<file path="config.mk">
export PLATFORM = sky130hd
export DESIGN_NAME = bounded_array_deque_core
export DESIGN_NICKNAME = d
export VERILOG_FILES = /design/src/hdl/bdeque_pkg.sv /design/src/hdl/bdeque_ram.sv /design/src/hdl/bounded_array_deque_core.sv
export VERILOG_INCLUDE_DIRS = /design/src /design/src/hdl
export SDC_FILE = /design/constraint.sdc
export NUM_CORES = 1
export LEC_CHECK = 0
export BUFFER_PORTS_ARGS = -buffer_cell sky130_fd_sc_hd__buf_2
export CAP_MARGIN = 0
export CORE_MARGIN = 1
export CORE_UTILIZATION = 64
export CTS_BUF_LIST = sky130_fd_sc_hd__clkbuf_2 sky130_fd_sc_hd__clkbuf_4 sky130_fd_sc_hd__clkbuf_8
export DETAILED_ROUTE_END_ITERATION = 10
export PLACE_DENSITY = 0.89
export SYNTH_ARGS = -nofsm -noshare
export SYNTH_HDL_FRONTEND = slang
export SYNTH_SLANG_ARGS = --single-unit
</file>
<file path="constraint.sdc">
create_clock -name clk_i -period 5.4 [get_ports clk_i]
set_clock_uncertainty 0.05 [all_clocks]
set_input_delay 0.54 -clock clk_i [delete_from_list [all_inputs] [get_ports clk_i]]
set_output_delay 0.54 -clock clk_i [all_outputs]
set_load 0.02 [all_outputs]
</file>
<file path="src/hdl/bounded_array_deque_core_assert.svh">
// assertion macros for the deque core
// needs clk_i and rst_ni in the including module's scope
`ifndef BOUNDED_ARRAY_DEQUE_CORE_ASSERT_SVH
`define BOUNDED_ARRAY_DEQUE_CORE_ASSERT_SVH

// same-cycle implication, checked out of reset
`define BDQ_ASSERT_NOW(label, ante, cons, msg) \
  label: assert property (@(posedge clk_i) disable iff (!rst_ni) (ante) |-> (cons)) \
    else $error(msg);

// next-cycle implication, checked out of reset
`define BDQ_ASSERT_NEXT(label, ante, cons, msg) \
  label: assert property (@(posedge clk_i) disable iff (!rst_ni) (ante) |=> (cons)) \
    else $error(msg);

`endif

</file>
<file path="src/hdl/bdeque_pkg.sv">
// shared types and constants of the deque core
// no dependencies
package bdeque_pkg;

  localparam int DataW = 32;
  localparam int CountW = 5;
  localparam int OpW = 3;
  localparam int StatusW = 2;

  typedef enum logic [OpW-1:0] {
    OpPushBack  = 3'd0,
    OpPushFront = 3'd1,
    OpPopBack   = 3'd2,
    OpPopFront  = 3'd3,
    OpPeekBack  = 3'd4,
    OpPeekFront = 3'd5
  } op_e;

  typedef enum logic [StatusW-1:0] {
    StDone  = 2'd0,
    StFull  = 2'd1,
    StEmpty = 2'd2
  } status_e;

  // where the data of a result comes from
  typedef enum logic [1:0] {
    SelZero,
    SelMem,
    SelOnes
  } data_sel_e;

endpackage

</file>
<file path="src/hdl/bdeque_ram.sv">
// generic single-write, single-read ram with registered read data
// no dependencies
module bdeque_ram #(
  parameter int Width = 32,
  parameter int Depth = 16,
  parameter int AddrW = 4
) (
  input  logic             clk_i,
  input  logic             we_i,
  input  logic [AddrW-1:0] waddr_i,
  input  logic [Width-1:0] wdata_i,
  input  logic             re_i,
  input  logic [AddrW-1:0] raddr_i,
  output logic [Width-1:0] rdata_o
);

  logic [Width-1:0] mem_q [Depth];
  logic [Width-1:0] rdata_q;

  always_ff @(posedge clk_i) begin
    if (we_i) begin
      mem_q[waddr_i] <= wdata_i;
    end
    if (re_i) begin
      rdata_q <= mem_q[raddr_i];
    end
  end

  assign rdata_o = rdata_q;

endmodule

</file>
<file path="src/hdl/bounded_array_deque_core.sv">
// bounded double-ended queue of 32-bit values, circular buffer in a ram
// depends on bdeque_pkg, bdeque_ram and bounded_array_deque_core_assert.svh
//
//  port group        dir  handshake              contents
//  start_i/op/value  in   start_i && !busy_o     operation_i, value_i
//  done_o/results    out  done_o, one cycle      data_o, status_o, count_o, flags
//  cap_we_i          in   cap_we_i               cap_wdata_i (capacity)
//
//  a request is taken in any cycle; its result shows on the cycle after.
//  pointer update, ram write or ram read all happen at the accepting edge,
//  so the registered ram read sets the request-to-result delay.
//  busy_o stays low: one request per cycle, sustained.
//  reset empties the queue and sets capacity to 16; no clearing pass.
module bounded_array_deque_core #(
  parameter int DEPTH = 16
) (
  input  logic               clk_i,
  input  logic               rst_ni,
  input  logic               start_i,
  output logic               busy_o,
  input  logic [2:0]         operation_i,
  input  logic signed [31:0] value_i,
  input  logic               cap_we_i,
  input  logic [4:0]         cap_wdata_i,
  output logic               done_o,
  output logic signed [31:0] data_o,
  output logic [1:0]         status_o,
  output logic [4:0]         count_o,
  output logic               is_empty_o,
  output logic               is_full_o
);

  localparam int AddrW = (DEPTH > 1) ? $clog2(DEPTH) : 1;
  localparam int CntW = bdeque_pkg::CountW;
  localparam int SumW = ((AddrW > CntW) ? AddrW : CntW) + 1;
  localparam logic [CntW-1:0] DepthCap = (DEPTH > 31) ? 5'd31 : CntW'(DEPTH);
  localparam logic [AddrW-1:0] LastIdx = AddrW'(DEPTH - 1);
  localparam logic [SumW-1:0] DepthSum = SumW'(DEPTH);

  logic [AddrW-1:0] head_q, head_d;
  logic [CntW-1:0]  count_q, count_d;
  logic [CntW-1:0]  cap_q;
  logic             done_q;
  logic             full_q, full_d;
  bdeque_pkg::status_e   status_q, status_d;
  bdeque_pkg::data_sel_e sel_q, sel_d;
  bdeque_pkg::op_e       op;

  logic             accept;
  logic [CntW-1:0]  limit;
  logic             full, empty;
  logic [SumW-1:0]  tail_sum;
  logic [AddrW-1:0] tail_idx, back_idx, head_inc, head_dec;
  logic             ram_we, ram_re;
  logic [AddrW-1:0] ram_waddr, ram_raddr;
  logic [bdeque_pkg::DataW-1:0] ram_rdata;

  assign accept = start_i && !busy_o;
  assign busy_o = 1'b0;
  assign op = bdeque_pkg::op_e'(operation_i);

  assign limit = (cap_q > DepthCap) ? DepthCap : cap_q;
  assign full  = count_q >= limit;
  assign empty = count_q == '0;

  // head plus count stays below twice the depth, one subtract wraps it
  assign tail_sum = SumW'(head_q) + SumW'(count_q);
  assign tail_idx = (tail_sum >= DepthSum) ? AddrW'(tail_sum - DepthSum)
                                           : AddrW'(tail_sum);
  assign back_idx = (tail_idx == '0) ? LastIdx : tail_idx - 1'b1;
  assign head_inc = (head_q == LastIdx) ? '0 : head_q + 1'b1;
  assign head_dec = (head_q == '0) ? LastIdx : head_q - 1'b1;

  always_comb begin
    head_d    = head_q;
    count_d   = count_q;
    status_d  = bdeque_pkg::StDone;
    sel_d     = bdeque_pkg::SelZero;
    ram_we    = 1'b0;
    ram_waddr = tail_idx;
    ram_re    = 1'b0;
    ram_raddr = head_q;
    if (accept) begin
      case (op)
        bdeque_pkg::OpPushBack: begin
          if (full) begin
            status_d = bdeque_pkg::StFull;
          end else begin
            ram_we  = 1'b1;
            count_d = count_q + 1'b1;
          end
        end
        bdeque_pkg::OpPushFront: begin
          if (full) begin
            status_d = bdeque_pkg::StFull;
          end else begin
            ram_we    = 1'b1;
            ram_waddr = head_dec;
            head_d    = head_dec;
            count_d   = count_q + 1'b1;
          end
        end
        bdeque_pkg::OpPopBack: begin
          if (empty) begin
            status_d = bdeque_pkg::StEmpty;
          end else begin
            count_d = count_q - 1'b1;
          end
        end
        bdeque_pkg::OpPopFront: begin
          if (empty) begin
            status_d = bdeque_pkg::StEmpty;
          end else begin
            head_d  = head_inc;
            count_d = count_q - 1'b1;
          end
        end
        bdeque_pkg::OpPeekBack, bdeque_pkg::OpPeekFront: begin
          if (empty) begin
            status_d = bdeque_pkg::StEmpty;
            sel_d    = bdeque_pkg::SelOnes;
          end else begin
            ram_re    = 1'b1;
            ram_raddr = (op == bdeque_pkg::OpPeekBack) ? back_idx : head_q;
            sel_d     = bdeque_pkg::SelMem;
          end
        end
        default: begin
        end
      endcase
    end
    full_d = count_d >= limit;
  end

  always_ff @(posedge clk_i or negedge rst_ni) begin
    if (!rst_ni) begin
      head_q  <= '0;
      count_q <= '0;
      cap_q   <= 5'd16;
      done_q  <= 1'b0;
    end else begin
      head_q  <= head_d;
      count_q <= count_d;
      done_q  <= accept;
      if (cap_we_i) begin
        cap_q <= cap_wdata_i;
      end
    end
  end

  always_ff @(posedge clk_i) begin
    if (accept) begin
      status_q <= status_d;
      sel_q    <= sel_d;
      full_q   <= full_d;
    end
  end

  bdeque_ram #(
    .Width (bdeque_pkg::DataW),
    .Depth (DEPTH),
    .AddrW (AddrW)
  ) u_ram (
    .clk_i   (clk_i),
    .we_i    (ram_we),
    .waddr_i (ram_waddr),
    .wdata_i (value_i),
    .re_i    (ram_re),
    .raddr_i (ram_raddr),
    .rdata_o (ram_rdata)
  );

  always_comb begin
    case (sel_q)
      bdeque_pkg::SelMem:  data_o = ram_rdata;
      bdeque_pkg::SelOnes: data_o = '1;
      default:             data_o = '0;
    endcase
  end

  assign done_o     = done_q;
  assign status_o   = status_q;
  assign count_o    = count_q;
  assign is_empty_o = count_q == '0;
  assign is_full_o  = full_q;

`include "bounded_array_deque_core_assert.svh"

  `BDQ_ASSERT_NEXT(a_result_follows, accept, done_o, "request gave no result")
  `BDQ_ASSERT_NEXT(a_push_counts, accept && ram_we, count_q == $past(count_q) + 1'b1, "push did not grow count")
  `BDQ_ASSERT_NEXT(a_reject_holds, accept && status_d != bdeque_pkg::StDone, count_q == $past(count_q) && head_q == $past(head_q), "rejected request changed state")
  `BDQ_ASSERT_NOW(a_empty_peek, done_o && sel_q == bdeque_pkg::SelOnes, status_o == bdeque_pkg::StEmpty && data_o == '1, "empty peek result wrong")
  `BDQ_ASSERT_NOW(a_count_bound, 1'b1, count_q <= DepthCap && head_q <= LastIdx, "pointer or count out of range")

endmodule

</file>
==> Yosys cells after proc, flatten, opt, wreduce, memory -nomap -nowiden <==
Memories as Yosys holds them, arrays and structs flattened. A register that Yosys moved wholly into a read port is not among the register bits.
Index checks and enable logic that the tools add are counted.
{ "word_totals": {"reg_bits": 20, "latchBits": 0, "mem_bits_rw": 512, "mem_bits_ro": 0, "output_inout_bits": 43, "wordCells": 71, "memories": 1} }
{ "memory_table": {"columns": ["memory", "words", "word_bits", "rd", "rd_ports_with_merged_regs", "wr", "line_no", "source"], "rows": [
  ["u_ram.mem_q", 16, 32, 1, 1, 1, "bdeque_ram.sv:17", "logic [Width-1:0] mem_q [Depth];"]
]} }
{ "op_classes": {"n_addsub": 7, "n_mul": 0, "div_mod_pow": 0, "order_cmp": 4, "eq_ne": 10, "n_shift": 0, "n_mux": 32, "bitwise": 0, "n_reduce_logical": 10} }
{ "op_table": {"columns": ["cell", "count"], "rows": [
  ["case mux 32 bit (2 select lines)", 1],
  ["two-way mux 4 bit", 13],
  ["two-way mux 5 bit", 4],
  ["subtractor 4 x 1 -> 4 bit (second input constant)", 3],
  [">= comparator 5 bit", 2],
  ["case mux 5 bit (2 select lines)", 1],
  ["two-way mux 1 bit", 9],
  ["zero test 4 bit", 2],
  ["case mux 4 bit (2 select lines)", 1],
  ["adder 4 x 5 -> 6 bit", 1],
  ["== test 3 x 2 -> 1 bit (second input constant)", 2],
  ["== test 3 bit (second input constant)", 2],
  [">= comparator 6 x 5 -> 1 bit (second input constant)", 1],
  ["OR reduction 2 bit", 3],
  ["adder 5 x 1 -> 5 bit (second input constant)", 1],
  ["greater-than comparator 5 bit (second input constant)", 1],
  ["zero test 5 bit", 1],
  ["subtractor 5 x 1 -> 5 bit (second input constant)", 1],
  ["adder 4 x 1 -> 4 bit (second input constant)", 1],
  ["== test 4 bit (second input constant)", 1],
  ["two-way mux 2 bit", 2],
  ["inequality test 2 bit (second input constant)", 2],
  ["case mux 2 bit (2 select lines)", 1],
  ["AND reduction 4 bit", 1],
  ["other kinds (6)", 6]
]} }

==> Logic depth before layout (Yosys ltp) <==
{ "logic_depth": {"depth_word": 9, "depth_mapped": 16, "depth_no_buf": 16} }

==> By module <==
From an unflattened synthesis, not the netlist that was laid out.
{ "hier_totals": {"cells_unflattened": 1108, "area_unflattened_um2": 22211.3} }
{ "modules_own_cells": {"columns": ["module", "instances", "cells_each", "area_per_inst_um2", "seq_area_each_um2"], "rows": [
  ["bdeque_ram", 1, 838, 20155.6, 16335.7],
  ["bounded_array_deque_core", 1, 270, 2055.7, 526.8]
]} }

==> Worst setup path after synthesis <==
No wires, ideal clock.
{ "synth_path": {"path_type": "register to register", "startpoint": "register count_q[0] (netlist: count_o[0])", "endpoint": "memory u_ram.mem_q[13][0] (enable)", "setup_time_ns": 0.421, "t_arrival_ns": 3.814, "required_ns": 4.929, "setup_slack_ns": 1.115, "stages_incl_launch_ff": 10, "path_cell_list": "dfrtp_1 inv_1 ha_1 nand2b_1 a21o_1 a21o_1 a31oi_1 nand3_1 mux2_2 nor2_1"} }
{ "synth_between": {"elab_chain_len": 6, "elab_cells_between_ends": 13} }
{ "synth_rtl": {"columns": ["element", "line_no", "source"], "rows": [
  ["start, declared", "bounded_array_deque_core.sv:41", "logic [CntW-1:0] count_q, count_d;"],
  ["start signal, assigned", "bounded_array_deque_core.sv:143", "count_q <= count_d;"],
  ["adder 4 x 5 -> 6 bit / >= comparator 5 bit (equally long branches)", "bounded_array_deque_core.sv:67, bounded_array_deque_core.sv:63", null],
  [">= comparator 6 x 5 -> 1 bit (tied with other cells)", "bounded_array_deque_core.sv:68", "assign tail_idx = (tail_sum >= DepthSum) ? AddrW'(tail_sum - DepthSum)"],
  ["two-way mux 4 bit / two-way mux 1 bit (equally long branches)", null, null],
  ["two-way mux 4 bit / two-way mux 1 bit (equally long branches)", "bounded_array_deque_core.sv:94, bounded_array_deque_core.sv:83", null],
  ["two-way mux 4 bit / two-way mux 1 bit (equally long branches)", "bounded_array_deque_core.sv:84, bdeque_ram.sv:21", null],
  ["two-way mux 4 bit / two-way mux 1 bit (equally long branches)", "bounded_array_deque_core.sv:83, bdeque_ram.sv:22", null],
  ["end, declared", "bdeque_ram.sv:17", null]
]} }
Several ways; a longest one is shown, not always the timed one.

==> Final worst setup path <==
{ "layout_path": {"startpoint": "register count_q[0] (netlist: count_o[0])", "endpoint": "register u_ram.rdata_q[12] (netlist: u_ram.rdata_o[12]), read port of u_ram.mem_q (data pin)"} }
{ "layout_between": {"elab_cells_between_ends": 15} }
{ "layout_rtl": {"columns": ["element", "line_no", "source"], "rows": [
  ["zero test 5 bit", "bounded_array_deque_core.sv:64", "assign empty = count_q == '0;"],
  ["two-way mux 1 bit", "bounded_array_deque_core.sv:119", "if (empty) begin"],
  ["two-way mux 1 bit", "bounded_array_deque_core.sv:84", "case (op)"],
  ["two-way mux 1 bit", "bounded_array_deque_core.sv:83", "if (accept) begin"],
  ["via ram_re", "bounded_array_deque_core.sv:54", "logic ram_we, ram_re;"],
  ["end, declared", "bdeque_ram.sv:18", "logic [Width-1:0] rdata_q;"]
]} }
The timed path passes the listed nets, and every way through them passes these cells.
A chain may end at the register's enable or synchronous reset.

==> qor.csv <==
stage;metric;value;unit
run_status;status;finished, final reports clean;
synth;ys_seq_elements;564;
sta;setup_viol;0;
global_route;grtUsageTotal;0.322;
placement;io_buffers;85;
worst_setup_path;rrSetupSlack;870;ps
min_path;worst_hold_path_type;in2reg;
floorplan;core;34900;µm²
synth;yosys_warnings;0;
worst_setup_path;cpMaxStageDelayCell;a31oi_4;
synth;netlist_area;22900;µm²
worst_setup_path;required;5730;ps
floorplan;rows;68;
floorplan;die-area;36600;µm²
worst_setup_path;path_buf_inv;2;
worst_setup_path;worstSetupPathType;reg2reg;
synth;postSynthCellCount;1630;
synth;synth-seq-area-share;0.735;
worst_setup_path;slowest_delay;710;ps
power;vdd_ir_drop_max;0.000491;V
synth;synth_nets;1701;
placement;place_congestion;0.880;
sta;tightest_slew;1090;ps
sta;timing.fmax;221;MHz
worst_setup_path;cpLargestDelayFamily;simple AND/OR/NAND/NOR gates;
routing;num_vias;15400;
sta;post-route-period-util;0.839;
synth;synth_top_area_cell;edfxtp_1;
synth;ys_types;57;
cells_and_area;nets;1805;
floorplan;boundaryPins;87;
cells_and_area;diodes;0;
global_route;grt_overflow;0;
cells_and_area;drive_above_1_share;0.178;
sta;finalCriticalPeriod;4530;ps
routing;drtAntennaViolNets;0;
sta;fin_setup_tns;0;ps
sta;grt_setup_unrepaired;no;
clock_network;path_clk_slew;70;ps
clock_network;cts_buffers;85;
sta;slew_headroom;0.272;
synth;yosys_most_used_dff;edfxtp_1;
global_route;antenna_found_initial;0;
placement;dpl.hpwl;32000;µm
routing;firstDrtPassIters;6;
power;cellPowerDensity;521;nW/µm²
floorplan;die-height;191;µm
sta;finalMaxSlewViolations;0;
cells_and_area;synthToLayoutAreaGrowth;11.9;%
worst_setup_path;path_max_fanout;33;
synth;synth.avg_cell_area;14.1;µm²
clock_network;cts_tree;built;
cells_and_area;stdcell_area;25700;µm²
routing;wl;58100;µm
placement;postPlaceCellArea;24000;µm²
synth;yosysTopAreaCellShare;0.718;
global_route;grt_pass1_wl;86700;µm
synth;ys_top_cells_by_area;edfxtp_1 72%, a21oi_1 6.3%, nand2_1 4.6%, a221oi_1 4.5%, dfrtp_1 1.5%;
clock_network;clock-sinks;564;
global_route;grt_max_degree;193;
routing;routedWlPerCell;25.7;µm
worst_setup_path;crit_chain;inv_1, ha_1, or4b_1, and3_4, and2_1, nor3_1, a31oi_4, buf_4, a221oi_1, or4_1;
sta;holdWs;73.9;ps
sta;finalHoldViolations;0;
clock_network;cts_setup_buffers;0;
worst_setup_path;critPathCaptureType;register;
routing;drtIter0Drc;2218;
floorplan;initial_core_util;0.658;
run;drv_cap;0;
routing;drc;0;
worst_setup_path;startpoint_type;register;
worst_setup_path;worstPathArrival;4860;ps
synth;synth_edf_count;549;
floorplan;die_w;191;µm
global_route;grt_pass1_vias;15400;
power;p_leak;8.89;nW
clock_network;htree_levels;3;
clock_network;clock_tree.buffer_depth;3;
clock_network;cts.root.buffer_cell;clkbuf_8;
routing;viasPerCell;6.79;
synth;async_flop_share;0.0266;
clock_network;clock_latency;660;ps
==> timing repair <==
| action | 4_1_cts | 5_1_grt |
|---|---|---|
| endpoints found under the hold margin | 14 | 0 |
| hold buffers | 1 | 0 |
| resized for setup | 0 | 0 |
==> area by class of cell <==
class,count,area [µm²]
Timing Repair Buffer,131,886
Sequential cell,564,16900
Clock buffer,112,1390
Clock inverter,47,318
Fill cell,2069,9210
Tap cell,455,569
Inverter,16,60.1
Multi-Input combinational cell,936,5580
==> metrics by stage <==
stage          utilization  setup WS (ps)  instances  total power, W
2_1_floorplan            -           1110       1630         0.00841
3_3_place_gp         0.687           1150       2101         0.00950
3_5_place_dp         0.687            980       2101         0.00978
4_1_cts              0.736            928       2261          0.0133
5_1_grt              0.736            708       2261          0.0139
6_report             0.736            871       2261          0.0134
==> path summary, 6_finish.rpt <==
kind,start,cells past startpoint,end
max in group asynchronous,rst_ni,2,cap_q[4]
worst min-delay path,cap_wdata_i[2],2,cap_q[2]
min in group asynchronous,rst_ni,2,count_o[3]
worst max register to register,count_o[0],10,u_ram.rdata_o[12]
worst min register to register,cap_q[0],1,cap_q[0]
worst max-delay path,count_o[0],10,u_ram.rdata_o[12]
==> cells in the mapped netlist (7+ instances only) <==
| cell type | number |
|---|---|
| o21ai_0 | 17 |
| dfrtp_1 | 14 |
| a21o_1 | 7 |
| a221oi_1 | 118 |
| a21oi_1 | 290 |
| a221oi_2 | 10 |
| buf_6 | 15 |
| inv_1 | 16 |
| or4_1 | 32 |
| edfxtp_1 | 549 |
| nor2_1 | 59 |
| a21oi_2 | 10 |
| ha_1 | 26 |
| clkbuf_1 | 67 |
| buf_2 | 24 |
| buf_4 | 8 |
| nor3_1 | 9 |
| nand2_1 | 281 |
| mux2_2 | 8 |
==> flip-flops by register name (all words and copies together) (netlist names) <==
signal         count
u_ram.mem_q      512
count_o            5
status_o           2
cap_q              5
u_ram.rdata_o     32
head_q             4
sel_q              2
is_full_o          1
done_o             1
==> layout by cell type, fill, tap and decap left out, types with 3 or more instances in the layout <==
| cell type | n |
|---|---|
| clkinv_1 | 25 |
| clkbuf_8 | 88 |
| a21oi_2 | 10 |
| nor3_1 | 9 |
| a221oi_1 | 118 |
| nand2_1 | 281 |
| buf_2 | 85 |
| mux2i_1 | 5 |
| a221oi_2 | 10 |
| a21oi_1 | 290 |
| o21ai_0 | 17 |
| edfxtp_1 | 549 |
| a21o_1 | 7 |
| nand4_1 | 3 |
| clkbuf_4 | 24 |
| clkinvlp_4 | 4 |
| nand3_1 | 5 |
| mux2_2 | 8 |
| or4_1 | 32 |
| clkinv_2 | 13 |
| and2_1 | 3 |
| dfrtp_1 | 14 |
| xnor2_1 | 4 |
| a31oi_4 | 4 |
| nand2b_1 | 5 |
| bufinv_16 | 4 |
| nor2_1 | 43 |
| ha_1 | 26 |
| nor2_4 | 16 |
| buf_4 | 36 |
| buf_12 | 9 |
| inv_1 | 16 |
| nor2b_1 | 4 |
==> where the power goes <==
group	total, W	switching (W)	internal [W]
clock	0.00353	0.00165	0.00188
combinational	0.00455	0.00314	0.00141
sequential	0.00529	0.000150	0.00514
==> logic make-up (layout without fill, tap and decap cells) <==
| kind of cell | count (synthesis) | in the layout | share of synthesized area |
|---|---|---|---|
| XOR/XNOR | 6 | 6 | 0.00229 |
| buffers and inverters | 130 | 306 | 0.0288 |
| flip-flops | 564 | 564 | 0.735 |
| AO/OA/AOI/OAI | 477 | 477 | 0.135 |
| other | 1 | 1 | 0.000163 |
| adder cells (fa/ha/maj) | 27 | 27 | 0.0150 |
| AND/OR/NAND/NOR | 412 | 412 | 0.0773 |
| multiplexers | 13 | 13 | 0.00611 |
==> metal layers <==
layer	global-route usage	routed length, µm
met5	0	0
met4	0.168	2620
met3	0.0674	6400
met2	0.525	28600
met1	0.409	20500
Note: power is estimated with default switching activity, not from simulation.
